==> src/hw/rtl/mkvt_pkg.sv <==
// package for the multimap key/value table
// holds default sizes, request action codes and result status codes
// no dependencies
package mkvt_pkg;

   localparam int DEF_TABLE_DEPTH = 16;
   localparam int DEF_KEY_WIDTH   = 32;
   localparam int DEF_VALUE_WIDTH = 32;
   localparam int DEF_COUNT_WIDTH = $clog2(DEF_TABLE_DEPTH + 1);

   localparam int ACTION_WIDTH = 2;

   localparam logic [ACTION_WIDTH-1:0] ACT_ADD    = 2'd0;
   localparam logic [ACTION_WIDTH-1:0] ACT_REMOVE = 2'd1;
   localparam logic [ACTION_WIDTH-1:0] ACT_FIND   = 2'd2;

   typedef enum logic [1:0] {
      STAT_DONE      = 2'd0,
      STAT_FULL      = 2'd1,
      STAT_NOT_FOUND = 2'd2,
      STAT_MATCH     = 2'd3
   } status_type;

endpackage

==> src/hw/rtl/mkvt_if.sv <==
// request and result channel interfaces for the multimap key/value table
// depends on mkvt_pkg
interface mkvt_req_if #(
   parameter int KEY_WIDTH   = mkvt_pkg::DEF_KEY_WIDTH,
   parameter int VALUE_WIDTH = mkvt_pkg::DEF_VALUE_WIDTH
);
   logic                                   valid;
   logic                                   ready;
   logic [mkvt_pkg::ACTION_WIDTH-1:0]      action;
   logic signed [KEY_WIDTH-1:0]            lookup_key;
   logic [VALUE_WIDTH-1:0]                 entry_value;

   modport source (output valid, output action, output lookup_key, output entry_value,
                   input ready);
   modport sink   (input valid, input action, input lookup_key, input entry_value,
                   output ready);
endinterface

interface mkvt_rsp_if #(
   parameter int VALUE_WIDTH = mkvt_pkg::DEF_VALUE_WIDTH,
   parameter int COUNT_WIDTH = mkvt_pkg::DEF_COUNT_WIDTH
);
   logic                      valid;
   logic                      ready;
   mkvt_pkg::status_type      status;
   logic [VALUE_WIDTH-1:0]    found_value;
   logic [COUNT_WIDTH-1:0]    removed_count;
   logic                      last;

   modport source (output valid, output status, output found_value, output removed_count,
                   output last, input ready);
   modport sink   (input valid, input status, input found_value, input removed_count,
                   input last, output ready);
endinterface

==> src/hw/rtl/multimap_key_value_table.sv <==
// multimap key/value table: bounded, insertion-ordered, duplicate keys allowed
// depends on mkvt_pkg and the channel interfaces in mkvt_if
//
// An add, or an unused action code, is answered with one result.
// A remove or a find scans the stored entries through the single read port of the entry
// memory, one entry a cycle, and a find also waits whenever a match result cannot be
// handed on. The final result is loaded in the finish state after the scan, and the next
// request can be taken once the sequencer is back in idle. A find emits its matches oldest
// first and marks the final one; a remove compacts the table in the same pass. A new
// request is taken only once the previous one is finished and the result register can
// take a result.
module multimap_key_value_table #(
   parameter int TABLE_DEPTH = mkvt_pkg::DEF_TABLE_DEPTH,
   parameter int KEY_WIDTH   = mkvt_pkg::DEF_KEY_WIDTH,
   parameter int VALUE_WIDTH = mkvt_pkg::DEF_VALUE_WIDTH
) (
   input  logic          clock,
   input  logic          reset,
   mkvt_req_if.sink      req_if,
   mkvt_rsp_if.source    rsp_if
);
   import mkvt_pkg::*;

   localparam int PTR_W = $clog2(TABLE_DEPTH);
   localparam int CNT_W = $clog2(TABLE_DEPTH + 1);

   typedef struct packed {
      logic [KEY_WIDTH-1:0]   key;
      logic [VALUE_WIDTH-1:0] value;
   } entry_type;

   typedef enum logic [2:0] {
      ST_IDLE = 3'b001,
      ST_SCAN = 3'b010,
      ST_FIN  = 3'b100
   } state_type;

   entry_type entry_mem [TABLE_DEPTH];

   state_type                 state_ff, state_in;
   logic [ACTION_WIDTH-1:0]   op_ff, op_in;
   logic [KEY_WIDTH-1:0]      key_ff, key_in;
   logic [CNT_W-1:0]          count_ff, count_in;
   logic [CNT_W-1:0]          rd_ptr_ff, rd_ptr_in;
   logic [CNT_W-1:0]          kept_ff, kept_in;
   logic [CNT_W-1:0]          removed_ff, removed_in;
   logic                      s1_vld_ff, s1_vld_in;
   entry_type                 s1_ff;
   logic                      pend_vld_ff, pend_vld_in;
   logic [VALUE_WIDTH-1:0]    pend_val_ff, pend_val_in;

   logic                      rsp_valid_ff, rsp_valid_in;
   status_type                rsp_status_ff, rsp_status_in;
   logic [VALUE_WIDTH-1:0]    rsp_value_ff, rsp_value_in;
   logic [CNT_W-1:0]          rsp_removed_ff, rsp_removed_in;
   logic                      rsp_last_ff, rsp_last_in;

   logic                      out_load;
   logic                      slot_free;
   logic                      req_fire;
   logic                      s1_hit;
   logic                      is_find;
   logic                      stall;
   logic                      issue;
   logic                      scan_end;
   logic                      table_full;
   logic                      mem_we;
   logic [PTR_W-1:0]          mem_wa;
   entry_type                 mem_wd;

   assign slot_free    = !rsp_valid_ff || rsp_if.ready;
   assign req_if.ready = (state_ff == ST_IDLE) && slot_free;
   assign req_fire     = req_if.valid && req_if.ready;
   assign table_full   = (count_ff == CNT_W'(TABLE_DEPTH));
   assign is_find      = (op_ff == ACT_FIND);
   assign s1_hit       = s1_vld_ff && (s1_ff.key == key_ff);
   assign stall        = (state_ff == ST_SCAN) && is_find && s1_hit && pend_vld_ff
                         && !slot_free;
   assign issue        = (state_ff == ST_SCAN) && !stall && (rd_ptr_ff < count_ff);
   assign scan_end     = (state_ff == ST_SCAN) && !s1_vld_ff && (rd_ptr_ff == count_ff);

   assign rsp_if.valid         = rsp_valid_ff;
   assign rsp_if.status        = rsp_status_ff;
   assign rsp_if.found_value   = rsp_value_ff;
   assign rsp_if.removed_count = rsp_removed_ff;
   assign rsp_if.last          = rsp_last_ff;

   // memory write port: append on add, compaction on remove
   always_comb begin
      mem_we = 1'b0;
      mem_wa = count_ff[PTR_W-1:0];
      mem_wd = '{key: KEY_WIDTH'(req_if.lookup_key), value: req_if.entry_value};
      if (req_fire && (req_if.action == ACT_ADD) && !table_full) begin
         mem_we = 1'b1;
      end else if ((state_ff == ST_SCAN) && !is_find && s1_vld_ff && !s1_hit) begin
         mem_we = 1'b1;
         mem_wa = kept_ff[PTR_W-1:0];
         mem_wd = s1_ff;
      end
   end

   always_ff @(posedge clock) begin
      if (mem_we) begin
         entry_mem[mem_wa] <= mem_wd;
      end
      if (issue) begin
         s1_ff <= entry_mem[rd_ptr_ff[PTR_W-1:0]];
      end
   end

   // sequencer
   always_comb begin
      state_in      = state_ff;
      op_in         = op_ff;
      key_in        = key_ff;
      count_in      = count_ff;
      rd_ptr_in     = rd_ptr_ff;
      kept_in       = kept_ff;
      removed_in    = removed_ff;
      s1_vld_in     = 1'b0;
      pend_vld_in   = pend_vld_ff;
      pend_val_in   = pend_val_ff;
      out_load      = 1'b0;
      rsp_status_in = STAT_DONE;
      rsp_value_in  = '0;
      rsp_removed_in = '0;
      rsp_last_in   = 1'b1;

      unique case (state_ff)
         ST_IDLE: begin
            if (req_fire) begin
               op_in  = req_if.action;
               key_in = KEY_WIDTH'(req_if.lookup_key);
               unique case (req_if.action)
                  ACT_ADD: begin
                     out_load = 1'b1;
                     if (table_full) begin
                        rsp_status_in = STAT_FULL;
                     end else begin
                        count_in = count_ff + CNT_W'(1);
                     end
                  end
                  ACT_REMOVE, ACT_FIND: begin
                     state_in    = ST_SCAN;
                     rd_ptr_in   = '0;
                     kept_in     = '0;
                     removed_in  = '0;
                     pend_vld_in = 1'b0;
                  end
                  default: begin
                     out_load = 1'b1;
                  end
               endcase
            end
         end
         ST_SCAN: begin
            if (issue) begin
               rd_ptr_in = rd_ptr_ff + CNT_W'(1);
               s1_vld_in = 1'b1;
            end else if (stall) begin
               s1_vld_in = s1_vld_ff;
            end
            if (s1_vld_ff && !stall) begin
               if (is_find) begin
                  if (s1_hit) begin
                     if (pend_vld_ff) begin
                        out_load      = 1'b1;
                        rsp_status_in = STAT_MATCH;
                        rsp_value_in  = pend_val_ff;
                        rsp_last_in   = 1'b0;
                     end
                     pend_vld_in = 1'b1;
                     pend_val_in = s1_ff.value;
                  end
               end else if (s1_hit) begin
                  removed_in = removed_ff + CNT_W'(1);
               end else begin
                  kept_in = kept_ff + CNT_W'(1);
               end
            end
            if (scan_end) begin
               state_in = ST_FIN;
            end
         end
         ST_FIN: begin
            if (slot_free) begin
               out_load = 1'b1;
               state_in = ST_IDLE;
               if (is_find) begin
                  if (pend_vld_ff) begin
                     rsp_status_in = STAT_MATCH;
                     rsp_value_in  = pend_val_ff;
                  end else begin
                     rsp_status_in = STAT_NOT_FOUND;
                  end
               end else begin
                  rsp_removed_in = removed_ff;
                  count_in       = kept_ff;
               end
            end
         end
         default: begin
            state_in = ST_IDLE;
         end
      endcase

      rsp_valid_in = out_load || (rsp_valid_ff && !rsp_if.ready);
   end

   always_ff @(posedge clock) begin
      if (reset) begin
         state_ff     <= ST_IDLE;
         count_ff     <= '0;
         s1_vld_ff    <= 1'b0;
         pend_vld_ff  <= 1'b0;
         rsp_valid_ff <= 1'b0;
      end else begin
         state_ff     <= state_in;
         count_ff     <= count_in;
         s1_vld_ff    <= s1_vld_in;
         pend_vld_ff  <= pend_vld_in;
         rsp_valid_ff <= rsp_valid_in;
      end
   end

   always_ff @(posedge clock) begin
      op_ff       <= op_in;
      key_ff      <= key_in;
      rd_ptr_ff   <= rd_ptr_in;
      kept_ff     <= kept_in;
      removed_ff  <= removed_in;
      pend_val_ff <= pend_val_in;
      if (out_load) begin
         rsp_status_ff  <= rsp_status_in;
         rsp_value_ff   <= rsp_value_in;
         rsp_removed_ff <= rsp_removed_in;
         rsp_last_ff    <= rsp_last_in;
      end
   end

endmodule

==> src/flat_wrapper.sv <==
// flat-port wrapper written by rule: the top's interface ports become plain ports
module multimap_key_value_table_flat import mkvt_pkg::*;
#(
   parameter int TABLE_DEPTH = mkvt_pkg::DEF_TABLE_DEPTH,
   parameter int KEY_WIDTH   = mkvt_pkg::DEF_KEY_WIDTH,
   parameter int VALUE_WIDTH = mkvt_pkg::DEF_VALUE_WIDTH
)
  (clock, reset, req_if_valid, req_if_action, req_if_lookup_key, req_if_entry_value, req_if_ready, rsp_if_valid, rsp_if_status, rsp_if_found_value, rsp_if_removed_count, rsp_if_last, rsp_if_ready);
  mkvt_req_if #(.KEY_WIDTH(KEY_WIDTH), .VALUE_WIDTH(VALUE_WIDTH)) req_if_i ();
  mkvt_rsp_if #(.VALUE_WIDTH(VALUE_WIDTH)) rsp_if_i ();
  input  logic clock;
  input  logic reset;
  input wire logic [$bits(req_if_i.valid)-1:0] req_if_valid;
  input wire logic [$bits(req_if_i.action)-1:0] req_if_action;
  input wire logic [$bits(req_if_i.lookup_key)-1:0] req_if_lookup_key;
  input wire logic [$bits(req_if_i.entry_value)-1:0] req_if_entry_value;
  output wire logic [$bits(req_if_i.ready)-1:0] req_if_ready;
  output wire logic [$bits(rsp_if_i.valid)-1:0] rsp_if_valid;
  output wire logic [$bits(rsp_if_i.status)-1:0] rsp_if_status;
  output wire logic [$bits(rsp_if_i.found_value)-1:0] rsp_if_found_value;
  output wire logic [$bits(rsp_if_i.removed_count)-1:0] rsp_if_removed_count;
  output wire logic [$bits(rsp_if_i.last)-1:0] rsp_if_last;
  input wire logic [$bits(rsp_if_i.ready)-1:0] rsp_if_ready;
  assign req_if_i.valid = req_if_valid;
  assign req_if_i.action = req_if_action;
  assign req_if_i.lookup_key = req_if_lookup_key;
  assign req_if_i.entry_value = req_if_entry_value;
  assign req_if_ready = req_if_i.ready;
  assign rsp_if_valid = rsp_if_i.valid;
  assign rsp_if_status = rsp_if_i.status;
  assign rsp_if_found_value = rsp_if_i.found_value;
  assign rsp_if_removed_count = rsp_if_i.removed_count;
  assign rsp_if_last = rsp_if_i.last;
  assign rsp_if_i.ready = rsp_if_ready;
  multimap_key_value_table #(.TABLE_DEPTH(TABLE_DEPTH), .KEY_WIDTH(KEY_WIDTH), .VALUE_WIDTH(VALUE_WIDTH)) u_core (.clock(clock), .reset(reset), .req_if(req_if_i), .rsp_if(rsp_if_i));
endmodule
==> config.mk <==
export PLATFORM = sky130hd
export DESIGN_NAME = multimap_key_value_table_flat
export DESIGN_NICKNAME = d
export VERILOG_FILES = /design/src/hw/rtl/mkvt_pkg.sv /design/src/hw/rtl/mkvt_if.sv /design/src/hw/rtl/multimap_key_value_table.sv /design/src/flat_wrapper.sv
export SDC_FILE = /design/constraint.sdc
export NUM_CORES = 1
export LEC_CHECK = 0
export BUFFER_PORTS_ARGS = -buffer_cell sky130_fd_sc_hd__buf_2
export CAP_MARGIN = 20
export CORE_MARGIN = 2
export CORE_UTILIZATION = 42
export DETAILED_ROUTE_END_ITERATION = 10
export SLEW_MARGIN = 25
export SYNTH_ARGS = -nofsm -noshare
export SYNTH_HDL_FRONTEND = slang
export SYNTH_SLANG_ARGS = --single-unit
export TNS_END_PERCENT = 5
==> constraint.sdc <==
create_clock -name clock -period 5.1 [get_ports clock]
set_input_delay 0 -clock clock [delete_from_list [all_inputs] [get_ports clock]]
set_output_delay 0 -clock clock [all_outputs]
set_load 0.03 [all_outputs]
==> results.md <==
| Quantity | Reported | Unit |
| --- | --- | --- |
| Run status | complete, no violations | - |
| Cell area after placement | 49,590 | um^2 |
| Startpoint of the most critical setup path | u_core.s1_ff[32]$_DFFE_PP_ | - |
| Multiplexer area fraction after synthesis | 17.31 | % |
| Wire length of the first global-routing pass | 153.7 | mm |
| Count of filler cells inserted in the layout | 8,714 | - |
| Synthesis-stage register bit count | 1,220 | - |
| Maximum clock frequency | 257.0 | MHz |
| Vias post-DR | 21,280 | - |
| Power density relative to cell area | 480.6 | nW/um^2 |
| Kind of start point of the critical path | register | - |
| Slew Limit Headroom | 28.28 | % |
| Worst R2R Path Depth | 7 | - |
| Actual slew at the worst max-slew pin | 1.066 | ns |
| Top-level port count | 112 | - |
| FP Rows | 122 | - |
| Synth Cell Area | 46,850 | um^2 |
| Via count normalized by instance count | 5.587 | - |
| Clk sinks | 1,220 | - |
| Post-route setup TNS | 0 | ns |
| TritonCTS buffer count | 117 | - |
| Area share of the leading cell type in the synthesized netlist | 77.49 | % |
| Count of flip-flops with a built-in enable after synthesis | 1,209 | - |
| Min Clock Period, post-route | 3.891 | ns |
| Count of TritonRoute iterations in the first routing pass | 5 | - |
| Root Driver | clkbuf_16 | - |
| Grt total ovfl | 0 | - |
| Kind of path behind the tightest hold check | in2reg | - |
| Met1 routing resource usage after global routing | 26.51 | % |
| Portion of the clock cycle consumed by the worst path in the final layout | 76.30 | % |
| Synthesized net count | 2,044 | - |
| Async S/R FF share, synth | 0 | % |
| Area leader, netlist | edfxtp_1 | - |
| Count of cells along the worst hold path | 2 | - |
| Post-route DRC | 0 | - |
| Cells taking the most area after synthesis | edfxtp_1 77%, mux4_2 15%, mux2_4 1.6% | - |
| Number of synthesis warnings | 0 | - |
| Combinational family with the most area after synthesis | multiplexers | - |
| Final setup violation count | 0 | - |
| Worst Path Class, Setup | reg2reg | - |
| Sequential cell area fraction in the yosys report | 77.96 | % |
| Area added between synthesis and finish | 15.64 | % |
| Area occupied by multi-input gates | 10,070 | um^2 |
| Synthesized-area fraction occupied by adder cells | 0.2938 | % |
| Simple-gate portion of the synthesized area | 1.885 | % |
| Max-cap check violation count | 0 | - |
| Hold path endpoint | u_core.op_ff[1]$_DFFE_PP_ | - |
| Dominant synthesized flop cell | edfxtp_1 | - |
| Critical path peak fanout | 22 | - |
| Core Area | 110,700 | um^2 |
| Mean Syn Cell Area | 23.87 | um^2 |
| Clock-pin slew reported for the worst setup and hold paths after clock tree synthesis | 0.06 | ns |
| Clock latency reported for the late side of the worst-skew pair | 0.71 | ns |
| Initial standard-cell utilization of the core | 42.33 | % |
| Element type at the critical path end | register | - |
| Setup repair after global routing missed its margin | false | - |
| Hold wc startpoint | req_if_action[1] | - |
| Global routing usage on met2 | 30.50 | % |
| Post-layout nets | 2,300 | - |
| Number of instances resized during post-cts repair | 0 | - |
| Required time worst endpoint | 5.52 | ns |
| Number of global-route vias before repair | 22,300 | - |
| Count of buffers from port buffering | 111 | - |
| Area share of xor/xnor cells in the synthesized design | 0.7665 | % |
| Compound-cell area share of the yosys netlist | 0.7077 | % |
| Summed area of non-filler cells in the final layout | 54,180 | um^2 |
| WP data arrival | 4.31 | ns |
| Beginning of the worst register-to-register path | u_core.s1_ff[32]$_DFFE_PP_ | - |
| FF-to-FF setup slack | 1.21 | ns |
| Lkg Pwr | 17.07 | nW |
| Number of distinct library cells after synthesis | 54 | - |
| Drt total wl | 105.4 | mm |
| DR WL/cell | 27.67 | um |
| Number of H-tree levels | 3 | - |
| CTS Buffer Depth | 3 | - |
| TritonCTS clock tree | yes | - |
| Setup skew after layout | 0.04004 | ns |
| Number of hold violations in the final report | 0 | - |
| Post-CTS Setup Inserts | 0 | - |
| Register area | 36,530 | um^2 |
| DIE WIDTH | 338.0 | um |
| Share of final-layout standard cells stronger than drive strength 1 | 32.14 | % |
| Maximum number of pins on one net before global-route repair | 125 | - |
| Vertical die dimension | 338.0 | um |
| Endpoint of the worst register-to-register path | u_core.entry_mem[4][1]$_DFFE_PP_ | - |
| Number of standard cells after synthesis | 1,963 | - |
| Met3 Use GR | 2.797 | % |
| Total track usage | 18.74 | % |
| Initial antenna violation count | 6 | - |
| CTS hold repair buffers | 69 | - |
| Detailed placer's ending HPWL | 53.22 | mm |
| Number of pins exceeding their max-slew limit in the final report | 0 | - |
| Layer carrying the most global-route usage | met2 | - |
| RD Place Congestion | 0.7517 | - |
| Die area | 114,200 | um^2 |
| Drt initial violations | 2,247 | - |
| Maximum vdd drop | 0.3976 | mV |
| Antenna violation net count after detailed routing | 0 | - |
## layer usage
| metal | wire length (um) | vias up | part of all wire, % |
|---|---|---|---|
| li1 | - | 8879 | - |
| met1 | 44780 | 11520 | 42 |
| met4 | 2304 | 2 | 2.2 |
| met3 | 6513 | 140 | 6.2 |
| met5 | 13 | - | 0.012 |
| met2 | 51790 | 736 | 49 |
## Yosys cell counts (2+ instances only)
cell      number
nor2_1        29
inv_1         11
nor3b_2        2
nand4b_1       2
a21oi_1        6
o21ai_0        9
ha_1          11
nand2_1       30
mux2_2        15
clkbuf_1      48
nor4_1         8
mux4_2       320
buf_12         6
a31o_2         2
a31oi_1        2
or3_1          2
xnor2_1        5
o21a_1         2
dfxtp_1       11
mux2_4        49
nand4_1        5
o22ai_1       16
and4_1         2
xor2_1        36
nor2b_1        5
nand2b_1       4
edfxtp_1    1209
buf_2         23
nor3_1         3
and2_1        41
nand3_1       16
buf_1          9
o31ai_1        3
## kinds of logic after synthesis
| group | after synthesis |
|---|---|
| flops | 1220 |
| mux | 384 |
| simple gates | 158 |
| buf+inv | 99 |
| compound gates | 50 |
| xor+xnor | 41 |
| fa+ha+maj | 11 |
## cell usage in the layout, fill, tap and decap left out, types with 9 or more instances in the layout
cell	instances
and2_1	41
buf_12	16
buf_2	111
buf_4	27
bufinv_16	14
clkbuf_1	23
clkbuf_16	118
clkinv_1	21
clkinv_2	29
dfxtp_1	11
dlygate4sd3_1	69
edfxtp_1	1209
ha_1	11
inv_1	11
mux2_2	15
mux2_4	49
mux4_2	320
nand2_1	30
nand3_1	16
nor2_1	27
o21ai_0	9
o22ai_4	16
xor2_1	36
## stage by stage
| step | util [%] | instances | total power, mW | setup WS, ns | hold WS [ns] |
|---|---|---|---|---|---|
| final | 48.96 | 3809 | 26.04 | 1.209 | 0.04155 |
| after global routing | 48.95 | 3807 | 27.04 | 1.139 | 0.06486 |
| after CTS | 48.93 | 3805 | 26.35 | 1.205 | 0.005375 |
| after detailed placement | 44.81 | 3518 | 17.63 | 1.237 | 0.1984 |
| after global placement | 44.78 | 3517 | 17.61 | 1.270 | 0.1982 |
| after floorplan | - | 1963 | 16.19 | 0.1153 | 0.09887 |
## worst max path at each step
| stage | endpoint | slack (ns) | depth (start not counted) |
|---|---|---|---|
| after floorplan | u_core.entry_mem[4][0]$_DFFE_PP_ | 0.12 | 5 |
| final | u_core.entry_mem[4][1]$_DFFE_PP_ | 1.21 | 7 |
| after CTS | u_core.rsp_if.found_value[19]$_DFFE_PP_ | 1.20 | 7 |
| after global placement | u_core.rsp_if.found_value[16]$_DFFE_PP_ | 1.27 | 7 |
| after global routing | u_core.entry_mem[4][1]$_DFFE_PP_ | 1.14 | 7 |
| after detailed placement | u_core.rsp_if.found_value[17]$_DFFE_PP_ | 1.24 | 7 |
## flip-flops by register name (all words and copies together) (netlist names)
signal / cells
u_core.count_ff: 5
u_core.entry_mem: 1024
u_core.kept_ff: 5
u_core.key_ff: 32
u_core.op_ff: 2
u_core.pend_val_ff: 32
u_core.pend_vld_ff: 1
u_core.rd_ptr_ff: 5
u_core.removed_ff: 5
u_core.rsp_if.found_value: 32
u_core.rsp_if.last: 1
u_core.rsp_if.removed_count: 5
u_core.rsp_if.status: 2
u_core.rsp_if.valid: 1
u_core.s1_ff: 64
u_core.s1_vld_ff: 1
u_core.state_ff: 3
## final cells by class
cell class | instances | share of cell area, %
Sequential cell | 1220 | 67.41
Multi-Input combinational cell | 644 | 18.58
Clock buffer | 144 | 5.686
Tap cell | 1488 | 3.436
Timing Repair Buffer | 225 | 3.337
Clock inverter | 74 | 1.453
Inverter | 11 | 0.07621
Antenna cell | 3 | 0.01386
## critical path, stage by stage, from the launching register on
cell and delay (ns):
edfxtp_1 0.41, xor2_1 0.18, nor4_1 0.90, and4_1 0.47, nand3_4 0.21, nand2_4 0.46, buf_4 0.45, mux2_2 0.50
## power breakdown
group          leakage, nW  internal (mW)  switching, mW  total, mW
combinational         4.16           2.84           2.80       5.64
sequential            11.0           11.6          0.163       11.7
clock                 1.90           5.00           3.68       8.68
total                 17.1           19.4           6.64       26.0
(Power assumes the default switching activity.)
